File: src/tpe_pkg.sv
// Shared widths, result codes and vertex-table request types for the
// tree to Pruefer encoder. No dependencies.
package tpe_pkg;

    localparam int VTX_W  = 6;
    localparam int DEG_W  = 7;
    localparam int CFG_W  = 7;
    localparam int EDGE_W = 2 * VTX_W;

    localparam logic [DEG_W-1:0] DEG_MAX  = 7'd127;
    localparam logic [CFG_W-1:0] VC_RESET = 7'd64;

    typedef enum logic [1:0] {
        ST_ENTRY  = 2'd0,
        ST_EMPTY  = 2'd1,
        ST_NOTREE = 2'd2,
        ST_SMALL  = 2'd3
    } tpe_status_t;

    // One access slot of the vertex table: optional clear, one write, one read.
    typedef struct packed {
        logic             clr;
        logic             we;
        logic [VTX_W-1:0] waddr;
        logic [DEG_W-1:0] wdeg;
        logic [VTX_W-1:0] wpar;
        logic [VTX_W-1:0] raddr;
    } tpe_vreq_t;

    typedef struct packed {
        logic [VTX_W-1:0] addr;
        logic [DEG_W-1:0] deg;
        logic [VTX_W-1:0] par;
    } tpe_vrsp_t;

endpackage

File: src/tpe_edge_mem.sv
// Edge table of the tree to Pruefer encoder: one write port, one registered
// read port. Depends on tpe_pkg for the edge width.
module tpe_edge_mem #(
    parameter int DEPTH = 63,
    localparam int AW = (DEPTH > 1) ? $clog2(DEPTH) : 1
) (
    input  logic                       clk,
    input  logic                       we,
    input  logic [AW-1:0]              waddr,
    input  logic [tpe_pkg::EDGE_W-1:0] wdata,
    input  logic [AW-1:0]              raddr,
    output logic [tpe_pkg::EDGE_W-1:0] rdata
);
    import tpe_pkg::*;

    logic [EDGE_W-1:0] mem [DEPTH];
    logic [EDGE_W-1:0] rdata_reg;

    always_ff @(posedge clk)
    begin
        if (we)
        begin
            mem[waddr] <= wdata;
        end
        rdata_reg <= mem[raddr];
    end

    assign rdata = rdata_reg;

endmodule

File: src/tpe_vertex_mem.sv
// Vertex table: degree and union-find parent per vertex, with one valid flag
// per entry so a whole-table clear only resets the flags. Depends on tpe_pkg.
module tpe_vertex_mem #(
    parameter int MAX_VERTICES = 64
) (
    input  logic               clk,
    input  logic               rst_n,
    input  tpe_pkg::tpe_vreq_t req,
    output tpe_pkg::tpe_vrsp_t rsp
);
    import tpe_pkg::*;

    localparam int VW = (MAX_VERTICES > 1) ? $clog2(MAX_VERTICES) : 1;

    typedef struct packed {
        logic [DEG_W-1:0] deg;
        logic [VTX_W-1:0] par;
    } vent_t;

    vent_t                   mem [MAX_VERTICES];
    vent_t                   rd_data_reg;
    logic [MAX_VERTICES-1:0] vld_reg;
    logic [MAX_VERTICES-1:0] vld_next;
    logic                    rd_vld_reg;
    logic                    rd_vld_next;
    logic [VTX_W-1:0]        rd_addr_reg;

    always_ff @(posedge clk)
    begin
        if (req.we)
        begin
            mem[req.waddr[VW-1:0]] <= '{deg: req.wdeg, par: req.wpar};
        end
        rd_data_reg <= mem[req.raddr[VW-1:0]];
    end

    always_comb
    begin
        vld_next = vld_reg;
        if (req.clr)
        begin
            vld_next = '0;
        end
        else if (req.we)
        begin
            vld_next[req.waddr[VW-1:0]] = 1'b1;
        end
        // a clear in the same cycle hides the old contents from this read
        rd_vld_next = !req.clr && vld_reg[req.raddr[VW-1:0]];
    end

    always_ff @(posedge clk or negedge rst_n)
    begin
        if (!rst_n)
        begin
            vld_reg     <= '0;
            rd_vld_reg  <= 1'b0;
            rd_addr_reg <= '0;
        end
        else
        begin
            vld_reg     <= vld_next;
            rd_vld_reg  <= rd_vld_next;
            rd_addr_reg <= req.raddr;
        end
    end

    // an entry not written since the last clear reads as degree zero, own root
    assign rsp.addr = rd_addr_reg;
    assign rsp.deg  = rd_vld_reg ? rd_data_reg.deg : '0;
    assign rsp.par  = rd_vld_reg ? rd_data_reg.par : rd_addr_reg;

endmodule

File: src/tree_to_prufer_encoder_top.sv
// Edge item: the union-find roots of both endpoints are found, one vertex-table read per hop;
// both degrees are bumped, then distinct roots are linked. Bad endpoints skip the table.
// Final edge: S_FIN checks the edge count and ranges; a tree is then walked leaf by leaf,
// each leaf scanning the stored edges for its neighbour, which is emitted as an entry.
// Results are one-cycle strobes on done; the receiver cannot stall.
// Reset (async, rst_n low): sequencer, edge count, vertex count, valid flags reset; no sweep.
module tree_to_prufer_encoder_top #(
    parameter int MAX_VERTICES = 64
) (
    input  logic                      clk,
    input  logic                      rst_n,
    input  logic                      vertex_count_we,
    input  logic [tpe_pkg::CFG_W-1:0] vertex_count,
    input  logic                      start,
    output logic                      busy,
    input  logic [tpe_pkg::VTX_W-1:0] end_a,
    input  logic [tpe_pkg::VTX_W-1:0] end_b,
    input  logic                      last_edge,
    output logic                      done,
    output logic [1:0]                status,
    output logic [tpe_pkg::VTX_W-1:0] vertex,
    output logic                      last
);
    import tpe_pkg::*;

    localparam int EW = (MAX_VERTICES > 2) ? $clog2(MAX_VERTICES - 1) : 1;
    localparam int CW = $clog2(MAX_VERTICES + 1);
    localparam logic [CFG_W-1:0] MAX_V = CFG_W'(MAX_VERTICES);

    typedef enum logic [12:0] {
        S_IDLE    = 13'b0000000000001,
        S_FIND_A  = 13'b0000000000010,
        S_FIND_B  = 13'b0000000000100,
        S_BUMP_A  = 13'b0000000001000,
        S_BUMP_B  = 13'b0000000010000,
        S_LINK_RD = 13'b0000000100000,
        S_LINK    = 13'b0000001000000,
        S_FIN     = 13'b0000010000000,
        S_WALK_U  = 13'b0000100000000,
        S_SCAN_V  = 13'b0001000000000,
        S_SCAN_D  = 13'b0010000000000,
        S_DEC     = 13'b0100000000000,
        S_NEXT_U  = 13'b1000000000000
    } state_t;

    state_t            state_reg, state_next;
    logic [VTX_W-1:0]  a_reg, a_next;
    logic [VTX_W-1:0]  b_reg, b_next;
    logic              fin_reg, fin_next;
    logic [CW-1:0]     ecnt_reg, ecnt_next;
    logic              err_reg, err_next;
    logic [VTX_W-1:0]  maxe_reg, maxe_next;
    logic [VTX_W-1:0]  ra_reg, ra_next;
    logic [VTX_W-1:0]  rb_reg, rb_next;
    logic [VTX_W-1:0]  u_reg, u_next;
    logic [VTX_W-1:0]  leaf_reg, leaf_next;
    logic [EW-1:0]     e_reg, e_next;
    logic [VTX_W-1:0]  ocnt_reg, ocnt_next;
    logic [CFG_W-1:0]  vc_reg, vc_next;
    logic              done_reg, done_next;
    tpe_status_t       status_reg, status_next;
    logic [VTX_W-1:0]  vertex_reg, vertex_next;
    logic              last_reg, last_next;

    tpe_vreq_t         vreq;
    tpe_vrsp_t         vrsp;
    logic              e_we;
    logic [EW-1:0]     e_waddr;
    logic [EDGE_W-1:0] e_wdata;
    logic [EW-1:0]     e_raddr;
    logic [EDGE_W-1:0] e_rdata;

    logic [CFG_W-1:0]  n;
    logic              first_edge, store_ok, bad_end, root_hit;
    logic [VTX_W-1:0]  max_base, max_ab;
    logic [VTX_W-1:0]  ex, ey, other;
    logic              hit_x, hit_y, last_e, u_end;
    logic [DEG_W-1:0]  dec_deg;
    logic              step_cont, step_last, do_step;

    tpe_vertex_mem #(
        .MAX_VERTICES(MAX_VERTICES)
    ) u_vtx (
        .clk  (clk),
        .rst_n(rst_n),
        .req  (vreq),
        .rsp  (vrsp)
    );

    tpe_edge_mem #(
        .DEPTH(MAX_VERTICES - 1)
    ) u_edge (
        .clk  (clk),
        .we   (e_we),
        .waddr(e_waddr),
        .wdata(e_wdata),
        .raddr(e_raddr),
        .rdata(e_rdata)
    );

    always_comb
    begin
        n          = vc_reg;
        vc_next    = vertex_count_we ? vertex_count : vc_reg;
        first_edge = (ecnt_reg == '0);
        store_ok   = (ecnt_reg < CW'(MAX_VERTICES - 1));
        bad_end    = (end_a == end_b) || ({1'b0, end_a} >= MAX_V)
                     || ({1'b0, end_b} >= MAX_V);
        max_base   = first_edge ? '0 : maxe_reg;
        max_ab     = (end_a > end_b) ? end_a : end_b;
        root_hit   = (vrsp.par == vrsp.addr);

        ex    = e_rdata[EDGE_W-1:VTX_W];
        ey    = e_rdata[VTX_W-1:0];
        hit_x = (ex == leaf_reg);
        hit_y = (ey == leaf_reg);
        other = hit_x ? ey : ex;
        last_e = (CFG_W'(e_reg) == n - CFG_W'(2));
        u_end  = ({1'b0, u_reg} == n - CFG_W'(1));

        dec_deg   = (vrsp.deg != '0) ? vrsp.deg - DEG_W'(1) : '0;
        step_cont = (dec_deg == DEG_W'(1)) && (vrsp.addr <= u_reg);
        step_last = (CFG_W'(ocnt_reg) + CFG_W'(3) == n);

        state_next  = state_reg;
        a_next      = a_reg;
        b_next      = b_reg;
        fin_next    = fin_reg;
        ecnt_next   = ecnt_reg;
        err_next    = err_reg;
        maxe_next   = maxe_reg;
        ra_next     = ra_reg;
        rb_next     = rb_reg;
        u_next      = u_reg;
        leaf_next   = leaf_reg;
        e_next      = e_reg;
        ocnt_next   = ocnt_reg;
        done_next   = 1'b0;
        status_next = status_reg;
        vertex_next = vertex_reg;
        last_next   = last_reg;
        vreq        = '0;
        e_we        = 1'b0;
        e_waddr     = ecnt_reg[EW-1:0];
        e_wdata     = {end_a, end_b};
        e_raddr     = '0;
        do_step     = 1'b0;

        case (state_reg)
            S_IDLE:
            begin
                if (start)
                begin
                    a_next    = end_a;
                    b_next    = end_b;
                    fin_next  = last_edge;
                    vreq.clr  = first_edge;
                    e_we      = store_ok;
                    maxe_next = (store_ok && max_ab > max_base) ? max_ab : max_base;
                    if (ecnt_reg < CW'(MAX_VERTICES))
                    begin
                        ecnt_next = ecnt_reg + CW'(1);
                    end
                    err_next = (first_edge ? 1'b0 : err_reg) | !store_ok | bad_end;
                    if (bad_end)
                    begin
                        state_next = last_edge ? S_FIN : S_IDLE;
                    end
                    else
                    begin
                        vreq.raddr = end_a;
                        state_next = S_FIND_A;
                    end
                end
            end
            S_FIND_A:
            begin
                if (root_hit)
                begin
                    ra_next    = vrsp.addr;
                    vreq.raddr = b_reg;
                    state_next = S_FIND_B;
                end
                else
                begin
                    vreq.raddr = vrsp.par;
                end
            end
            S_FIND_B:
            begin
                if (root_hit)
                begin
                    rb_next = vrsp.addr;
                    if (ra_reg == vrsp.addr)
                    begin
                        err_next = 1'b1;
                    end
                    vreq.raddr = a_reg;
                    state_next = S_BUMP_A;
                end
                else
                begin
                    vreq.raddr = vrsp.par;
                end
            end
            S_BUMP_A:
            begin
                vreq.we    = 1'b1;
                vreq.waddr = a_reg;
                vreq.wdeg  = (vrsp.deg == DEG_MAX) ? vrsp.deg : vrsp.deg + DEG_W'(1);
                vreq.wpar  = vrsp.par;
                vreq.raddr = b_reg;
                state_next = S_BUMP_B;
            end
            S_BUMP_B:
            begin
                vreq.we    = 1'b1;
                vreq.waddr = b_reg;
                vreq.wdeg  = (vrsp.deg == DEG_MAX) ? vrsp.deg : vrsp.deg + DEG_W'(1);
                vreq.wpar  = vrsp.par;
                // the root may be b itself: read it only after this write lands
                if (ra_reg != rb_reg)
                begin
                    state_next = S_LINK_RD;
                end
                else
                begin
                    state_next = fin_reg ? S_FIN : S_IDLE;
                end
            end
            S_LINK_RD:
            begin
                vreq.raddr = ra_reg;
                state_next = S_LINK;
            end
            S_LINK:
            begin
                vreq.we    = 1'b1;
                vreq.waddr = ra_reg;
                vreq.wdeg  = vrsp.deg;
                vreq.wpar  = rb_reg;
                state_next = fin_reg ? S_FIN : S_IDLE;
            end
            S_FIN:
            begin
                ecnt_next   = '0;
                err_next    = 1'b0;
                vertex_next = '0;
                last_next   = 1'b1;
                if (n < CFG_W'(2))
                begin
                    done_next   = 1'b1;
                    status_next = ST_SMALL;
                    state_next  = S_IDLE;
                end
                else if (n > MAX_V || err_reg
                         || (8'(ecnt_reg) != 8'(n) - 8'd1)
                         || ({1'b0, maxe_reg} >= n))
                begin
                    done_next   = 1'b1;
                    status_next = ST_NOTREE;
                    state_next  = S_IDLE;
                end
                else if (n == CFG_W'(2))
                begin
                    done_next   = 1'b1;
                    status_next = ST_EMPTY;
                    state_next  = S_IDLE;
                end
                else
                begin
                    u_next     = '0;
                    ocnt_next  = '0;
                    vreq.raddr = '0;
                    state_next = S_WALK_U;
                end
            end
            S_WALK_U:
            begin
                if (vrsp.deg == DEG_W'(1))
                begin
                    leaf_next  = u_reg;
                    vreq.we    = 1'b1;
                    vreq.waddr = u_reg;
                    vreq.wdeg  = '0;
                    vreq.wpar  = vrsp.par;
                    e_next     = '0;
                    e_raddr    = '0;
                    state_next = S_SCAN_V;
                end
                else if (u_end)
                begin
                    state_next = S_IDLE;
                end
                else
                begin
                    u_next     = u_reg + VTX_W'(1);
                    vreq.raddr = u_reg + VTX_W'(1);
                end
            end
            S_SCAN_V:
            begin
                if (hit_x || hit_y)
                begin
                    vreq.raddr = other;
                    state_next = S_SCAN_D;
                end
                else if (last_e)
                begin
                    vreq.raddr = '0;
                    state_next = S_DEC;
                end
                else
                begin
                    e_next  = e_reg + EW'(1);
                    e_raddr = e_reg + EW'(1);
                end
            end
            S_SCAN_D:
            begin
                if (vrsp.deg != '0)
                begin
                    do_step = 1'b1;
                end
                else if (last_e)
                begin
                    vreq.raddr = '0;
                    state_next = S_DEC;
                end
                else
                begin
                    e_next     = e_reg + EW'(1);
                    e_raddr    = e_reg + EW'(1);
                    state_next = S_SCAN_V;
                end
            end
            S_DEC:
            begin
                do_step = 1'b1;
            end
            S_NEXT_U:
            begin
                vreq.raddr = u_reg;
                state_next = S_WALK_U;
            end
            default:
            begin
                state_next = S_IDLE;
            end
        endcase

        // remove the leaf's neighbor edge; cascade when it becomes a lower leaf
        if (do_step)
        begin
            if (vrsp.deg != '0)
            begin
                vreq.we    = 1'b1;
                vreq.waddr = vrsp.addr;
                vreq.wdeg  = step_cont ? '0 : dec_deg;
                vreq.wpar  = vrsp.par;
            end
            if (dec_deg != '0)
            begin
                done_next   = 1'b1;
                status_next = ST_ENTRY;
                vertex_next = vrsp.addr;
                last_next   = step_last;
                ocnt_next   = ocnt_reg + VTX_W'(1);
            end
            if (dec_deg != '0 && step_last)
            begin
                state_next = S_IDLE;
            end
            else if (step_cont)
            begin
                leaf_next  = vrsp.addr;
                e_next     = '0;
                e_raddr    = '0;
                state_next = S_SCAN_V;
            end
            else if (u_end)
            begin
                state_next = S_IDLE;
            end
            else
            begin
                u_next     = u_reg + VTX_W'(1);
                state_next = S_NEXT_U;
            end
        end
    end

    always_ff @(posedge clk or negedge rst_n)
    begin
        if (!rst_n)
        begin
            state_reg <= S_IDLE;
            fin_reg   <= 1'b0;
            ecnt_reg  <= '0;
            err_reg   <= 1'b0;
            maxe_reg  <= '0;
            vc_reg    <= VC_RESET;
            done_reg  <= 1'b0;
        end
        else
        begin
            state_reg <= state_next;
            fin_reg   <= fin_next;
            ecnt_reg  <= ecnt_next;
            err_reg   <= err_next;
            maxe_reg  <= maxe_next;
            vc_reg    <= vc_next;
            done_reg  <= done_next;
        end
    end

    always_ff @(posedge clk)
    begin
        a_reg      <= a_next;
        b_reg      <= b_next;
        ra_reg     <= ra_next;
        rb_reg     <= rb_next;
        u_reg      <= u_next;
        leaf_reg   <= leaf_next;
        e_reg      <= e_next;
        ocnt_reg   <= ocnt_next;
        status_reg <= status_next;
        vertex_reg <= vertex_next;
        last_reg   <= last_next;
    end

    assign busy   = (state_reg != S_IDLE);
    assign done   = done_reg;
    assign status = status_reg;
    assign vertex = vertex_reg;
    assign last   = last_reg;

`ifndef ASSERT_OFF
    a_single_is_last: assert property (@(posedge clk) disable iff (!rst_n)
        done_reg && status_reg != ST_ENTRY |-> last_reg && vertex_reg == '0)
        else $error("error or empty result not a single final transfer");

    a_last_ends_busy: assert property (@(posedge clk) disable iff (!rst_n)
        done_reg && last_reg |-> !busy)
        else $error("sequencer still busy after final transfer");

    a_more_keeps_busy: assert property (@(posedge clk) disable iff (!rst_n)
        done_reg && !last_reg |-> busy)
        else $error("walk stopped before final transfer");

    a_idle_no_write: assert property (@(posedge clk) disable iff (!rst_n)
        state_reg == S_IDLE |-> !vreq.we)
        else $error("vertex table written while idle");
`endif

endmodule
File: config.mk
export PLATFORM = sky130hd
export DESIGN_NAME = tree_to_prufer_encoder_top
export DESIGN_NICKNAME = d
export VERILOG_FILES = /design/src/tpe_pkg.sv /design/src/tpe_edge_mem.sv /design/src/tpe_vertex_mem.sv /design/src/tree_to_prufer_encoder_top.sv
export SDC_FILE = /design/constraint.sdc
export NUM_CORES = 2
export LEC_CHECK = 0
export ABC_CLOCK_PERIOD_IN_PS = 7400
export BUFFER_PORTS_ARGS = -buffer_cell sky130_fd_sc_hd__buf_2
export CAP_MARGIN = 20
export CELL_PAD_IN_SITES_DETAIL_PLACEMENT = 2
export CELL_PAD_IN_SITES_GLOBAL_PLACEMENT = 2
export CORE_MARGIN = 2
export CORE_UTILIZATION = 35
export CTS_CLUSTER_SIZE = 20
export DETAILED_ROUTE_END_ITERATION = 8
export HOLD_SLACK_MARGIN = 0.03
export PLACE_DENSITY = 0.65
export SLEW_MARGIN = 20
export SYNTH_ARGS = -nofsm -noshare
export SYNTH_HDL_FRONTEND = slang
export SYNTH_SLANG_ARGS = --single-unit
File: constraint.sdc
create_clock -name clk -period 7.4 [get_ports clk]
set_input_delay 1.48 -clock clk [delete_from_list [all_inputs] [get_ports clk]]
set_output_delay 1.48 -clock clk [all_outputs]
set_load 0.01 [all_outputs]
==> summary.md <==
| Metric | Value |
|---|---|
| Critical path arrival | 7.46 ns |
| Pint | 18.43 mW |
| Initial antenna violation count | 10 |
| Power, Total | between 20 and 30 mW |
| Syn avg cell area | 13.39 um^2 |
| Latest clock arrival within the worst-skew pair | between 0.8 and 0.9 ns |
| CTS Hold Bufs | 0 |
| Setup bufs post-CTS | 0 |
| WHS | 0.4621 ns |
| Synth area leader | edfxtp_1 |
| Vias in the first global route | 53,210 |
| Setup-failing EPs final | 0 |
| Peak VDD IR | between 0.0002 and 0.0003 V |
| CTS H-tree lvls | 4 |
| CP Cell Sequence | inv_1 -> ha_1 -> nor3b_1 -> or4_1 -> a21oi_1 -> o2111a_1 -> inv_2 -> ha_1 -> buf_4 -> nand2_8 -> buf_12 -> buf_4 -> mux2i_1 -> mux2_2 -> o22ai_1 -> nor3_1 -> o221ai_1 -> a21o_1 |
| Synth top cells by count | edfxtp_1 (1,612), nand2_1 (1,012), nand3_1 (544) |
| Most used flip-flop cell after synthesis | edfxtp_1 |
| Drt pass-1 iters | 7 |
| Placed inst area | 0.07956 mm^2 |
| Worst-case clock skew | 0.1033 ns |
| Layout Nets | 5,790 |
| Total CTS buffers | ~200 |
| Slew headroom | 0.1989 |
| Register bit total from synthesis | ~1,800 |
| Synth warn | 0 |
| Outcome | finished clean |
| Highest clock rate | about 0.15 GHz |
| Clock transition at the registers of the reported paths | 0.07 ns |
| Combinational share of power | 0.241 |
| Max-slew violation count | 0 |
| Power per cell area | approximately 330 mW/mm^2 |
| Yosys top cell area share | 0.6461 |
| Fin util | 0.4044 |
| Mapped Area | 0.07492 mm^2 |
| Root buf cell | clkbuf_16 |
| Startpoint types | flip-flop |
| Synth cell types | 97 |
| Initial core utilization | 0.3525 |
| Hold WC Path Type | reg2reg |
| DRT antenna net count | 0 |
| Buffers on Ports | 34 |
| Hpwl dp | about 180,000 um |
| Crit Path Class | reg2reg |
| Area Overhead vs Synth | 14.70% |
| Async S/R FF share, synth | 0.06021 |
| Sw frac | 0.3421 |
| Final hold violation count | 0 |
| Pleak | 31.06 nW |
| Ports | 35 |
| Die Y-Extent | 466.7 um |
| Synth area leaders | edfxtp_1 (65%), nand2_1 (5.1%), nand3_1 (3.6%) |
| Hold Crit Endpoint | vertex[4]$_DFF_P_ |
| Clock sink count | 1,777 |
| Clock network power share | 0.347 |
| # DRC | 0 |
| Synth Net Count | 5,659 |
| Worst R2R Path Depth | 18 |
| Synthesized instance count | 5,594 |
| Die ar. | 0.2178 mm^2 |
| 1st-iter DRT viols | 4,765 |
| Flop-to-flop setup slack | 0.68 ns |
| Post-synthesis sequential area ratio | 0.6974 |
| Most frequent cell after synthesis | edfxtp_1 |
| Maximum clock insertion buffer count | 3 |
| Core area | 0.2125 mm^2 |
| Max Cap Violations | 0 |
| Switching pwr | 9.586 mW |
| Pin count of the biggest net entering global routing | 107 |
| Via Count | 49,900 |
| CP max-delay cell | nor3_1 |
| HP Start | vertex[4]$_DFF_P_ |
| Final min period | 6.723 ns |
| Max Fanout on Critical Path | 61 |
| Drt total wl | between 200,000 and 300,000 um |
| Sequential share of power | 0.412 |
| FF-to-FF End | u_edge.rdata[0]$_DFF_P_ |
| Final worst slack | between 0.6 and 0.7 ns |
| Placer Congestion | 0.8799 |
| Die X | 466.7 um |
| Global-route wire length before repair | 399,500 um |
| Ratio of cells with drive above 1 in the final layout | 0.1339 |
| Max stage delay on crit path | 0.74 ns |
| Unrepaired setup endpoints after global routing | no |
| Residual overflow from global routing | 0 |
| Post_cts resized | 0 |
| Wire length per cell | 32.10 um |
| Worst hold stages | 2 |
| Worst-Margin Slew | 1.202 ns |
| TritonCTS clock tree | built |
| Worst r2r src | n[1]$_DFFE_PN0P_ |
| GRT Overall Usage | 0.2537 |
| Max FFs per register | around 830 |
| Setup crit start | n[1]$_DFFE_PN0P_ |
| Via density per instance | 5.725 |
| Fin area | ~0.086 mm^2 |
| Worst path required time | 8.14 ns |
| Place WS | 0.8152 ns |
| Fillers | ~21,000 |
| Rows | 169 |
| Post-synth EDFFs | 1,612 |
| Final period util | 0.9085 |
| Critical path capture point type | flip-flop |
==> metal layers <==
layer,up-vias,GRT usage,routed length (um)
met3,421,0.03199,13990
met4,2,0.08826,10550
met5,-,0,13
met1,26700,0.3298,116300
met2,1488,0.4356,139000
li1,21300,-,-
==> cells in the final DEF, fill, tap and decap left out, types with 37 or more instances in the layout <==
master,count
o21ai_0,93
dfxtp_1,58
o21a_1,67
mux2_2,57
inv_1,43
buf_4,254
mux2i_1,269
and3_1,91
a211oi_1,132
clkbuf_1,72
dfrtp_1,105
clkbuf_16,195
nand3_1,544
o22ai_1,40
a21oi_1,132
mux4_2,48
nor2_1,187
ha_1,41
nor3_1,37
xnor2_1,44
and2_1,47
nand2_1,1011
edfxtp_1,1612
==> final cells by class <==
cell class	count	area [um^2]	share of cell area
Antenna cell	4	10.01	0.0001165
Clock buffer	287	5425	0.06314
Clock inverter	77	908.4	0.01057
Inverter	45	168.9	0.001966
Multi-Input combinational cell	3399	21170	0.2463
Sequential cell	1777	52250	0.6080
Tap cell	2821	3530	0.04108
Timing Repair Buffer	307	2474	0.02879
==> metrics by stage <==
step / instances / setup TNS, ns
5_1_grt: 8716 / 0
4_1_cts: 8713 / 0
3_5_place_dp: 8349 / 0
6_report: 8717 / 0
2_1_floorplan: 5594 / 0
3_3_place_gp: 8345 / -4.299
==> kinds of logic after synthesis <==
| kind of cell | after synthesis | share of synthesized area |
|---|---|---|
| simple gates | 2124 | 0.1291 |
| fa+ha+maj | 41 | 0.006847 |
| buf+inv | 418 | 0.02462 |
| compound gates | 779 | 0.07317 |
| mux | 375 | 0.05909 |
| flops | 1777 | 0.6974 |
| xor+xnor | 80 | 0.009737 |
==> power groups by stage <==
stage	Combinational [mW]	Sequential (mW)	Clock, mW
after floorplan	3.63	11.5	0
after global placement	6.57	11.7	0
after detailed placement	6.70	11.7	0
after CTS	6.75	11.5	9.89
after global routing	7.17	11.5	10.2
final	6.75	11.5	9.73
==> critical path, delay by kind of cell (launching register included) <==
family / cells / cell delay, ns
buffers and inverters: 5 / 1.23
and+or+nand+nor: 4 / 2.02
adders and majority gates: 2 / 0.62
DFF: 1 / 0.57
muxes: 2 / 0.39
AOI/OAI and AO/OA: 5 / 1.61
==> worst max path at each step <==
stage	slack (ns)	end	cells after the start
after floorplan	1.87	u_vtx.mem[0][6]$_DFFE_PP_	8
after global placement	-0.72	maxe_reg[0]$_DFFE_PN0P_	16
after detailed placement	0.82	u_edge.rdata[0]$_DFF_P_	18
after CTS	0.75	u_edge.rdata[0]$_DFF_P_	18
after global routing	0.55	u_edge.rdata[0]$_DFF_P_	18
final	0.68	u_edge.rdata[0]$_DFF_P_	18
(Power assumes the default switching activity.)
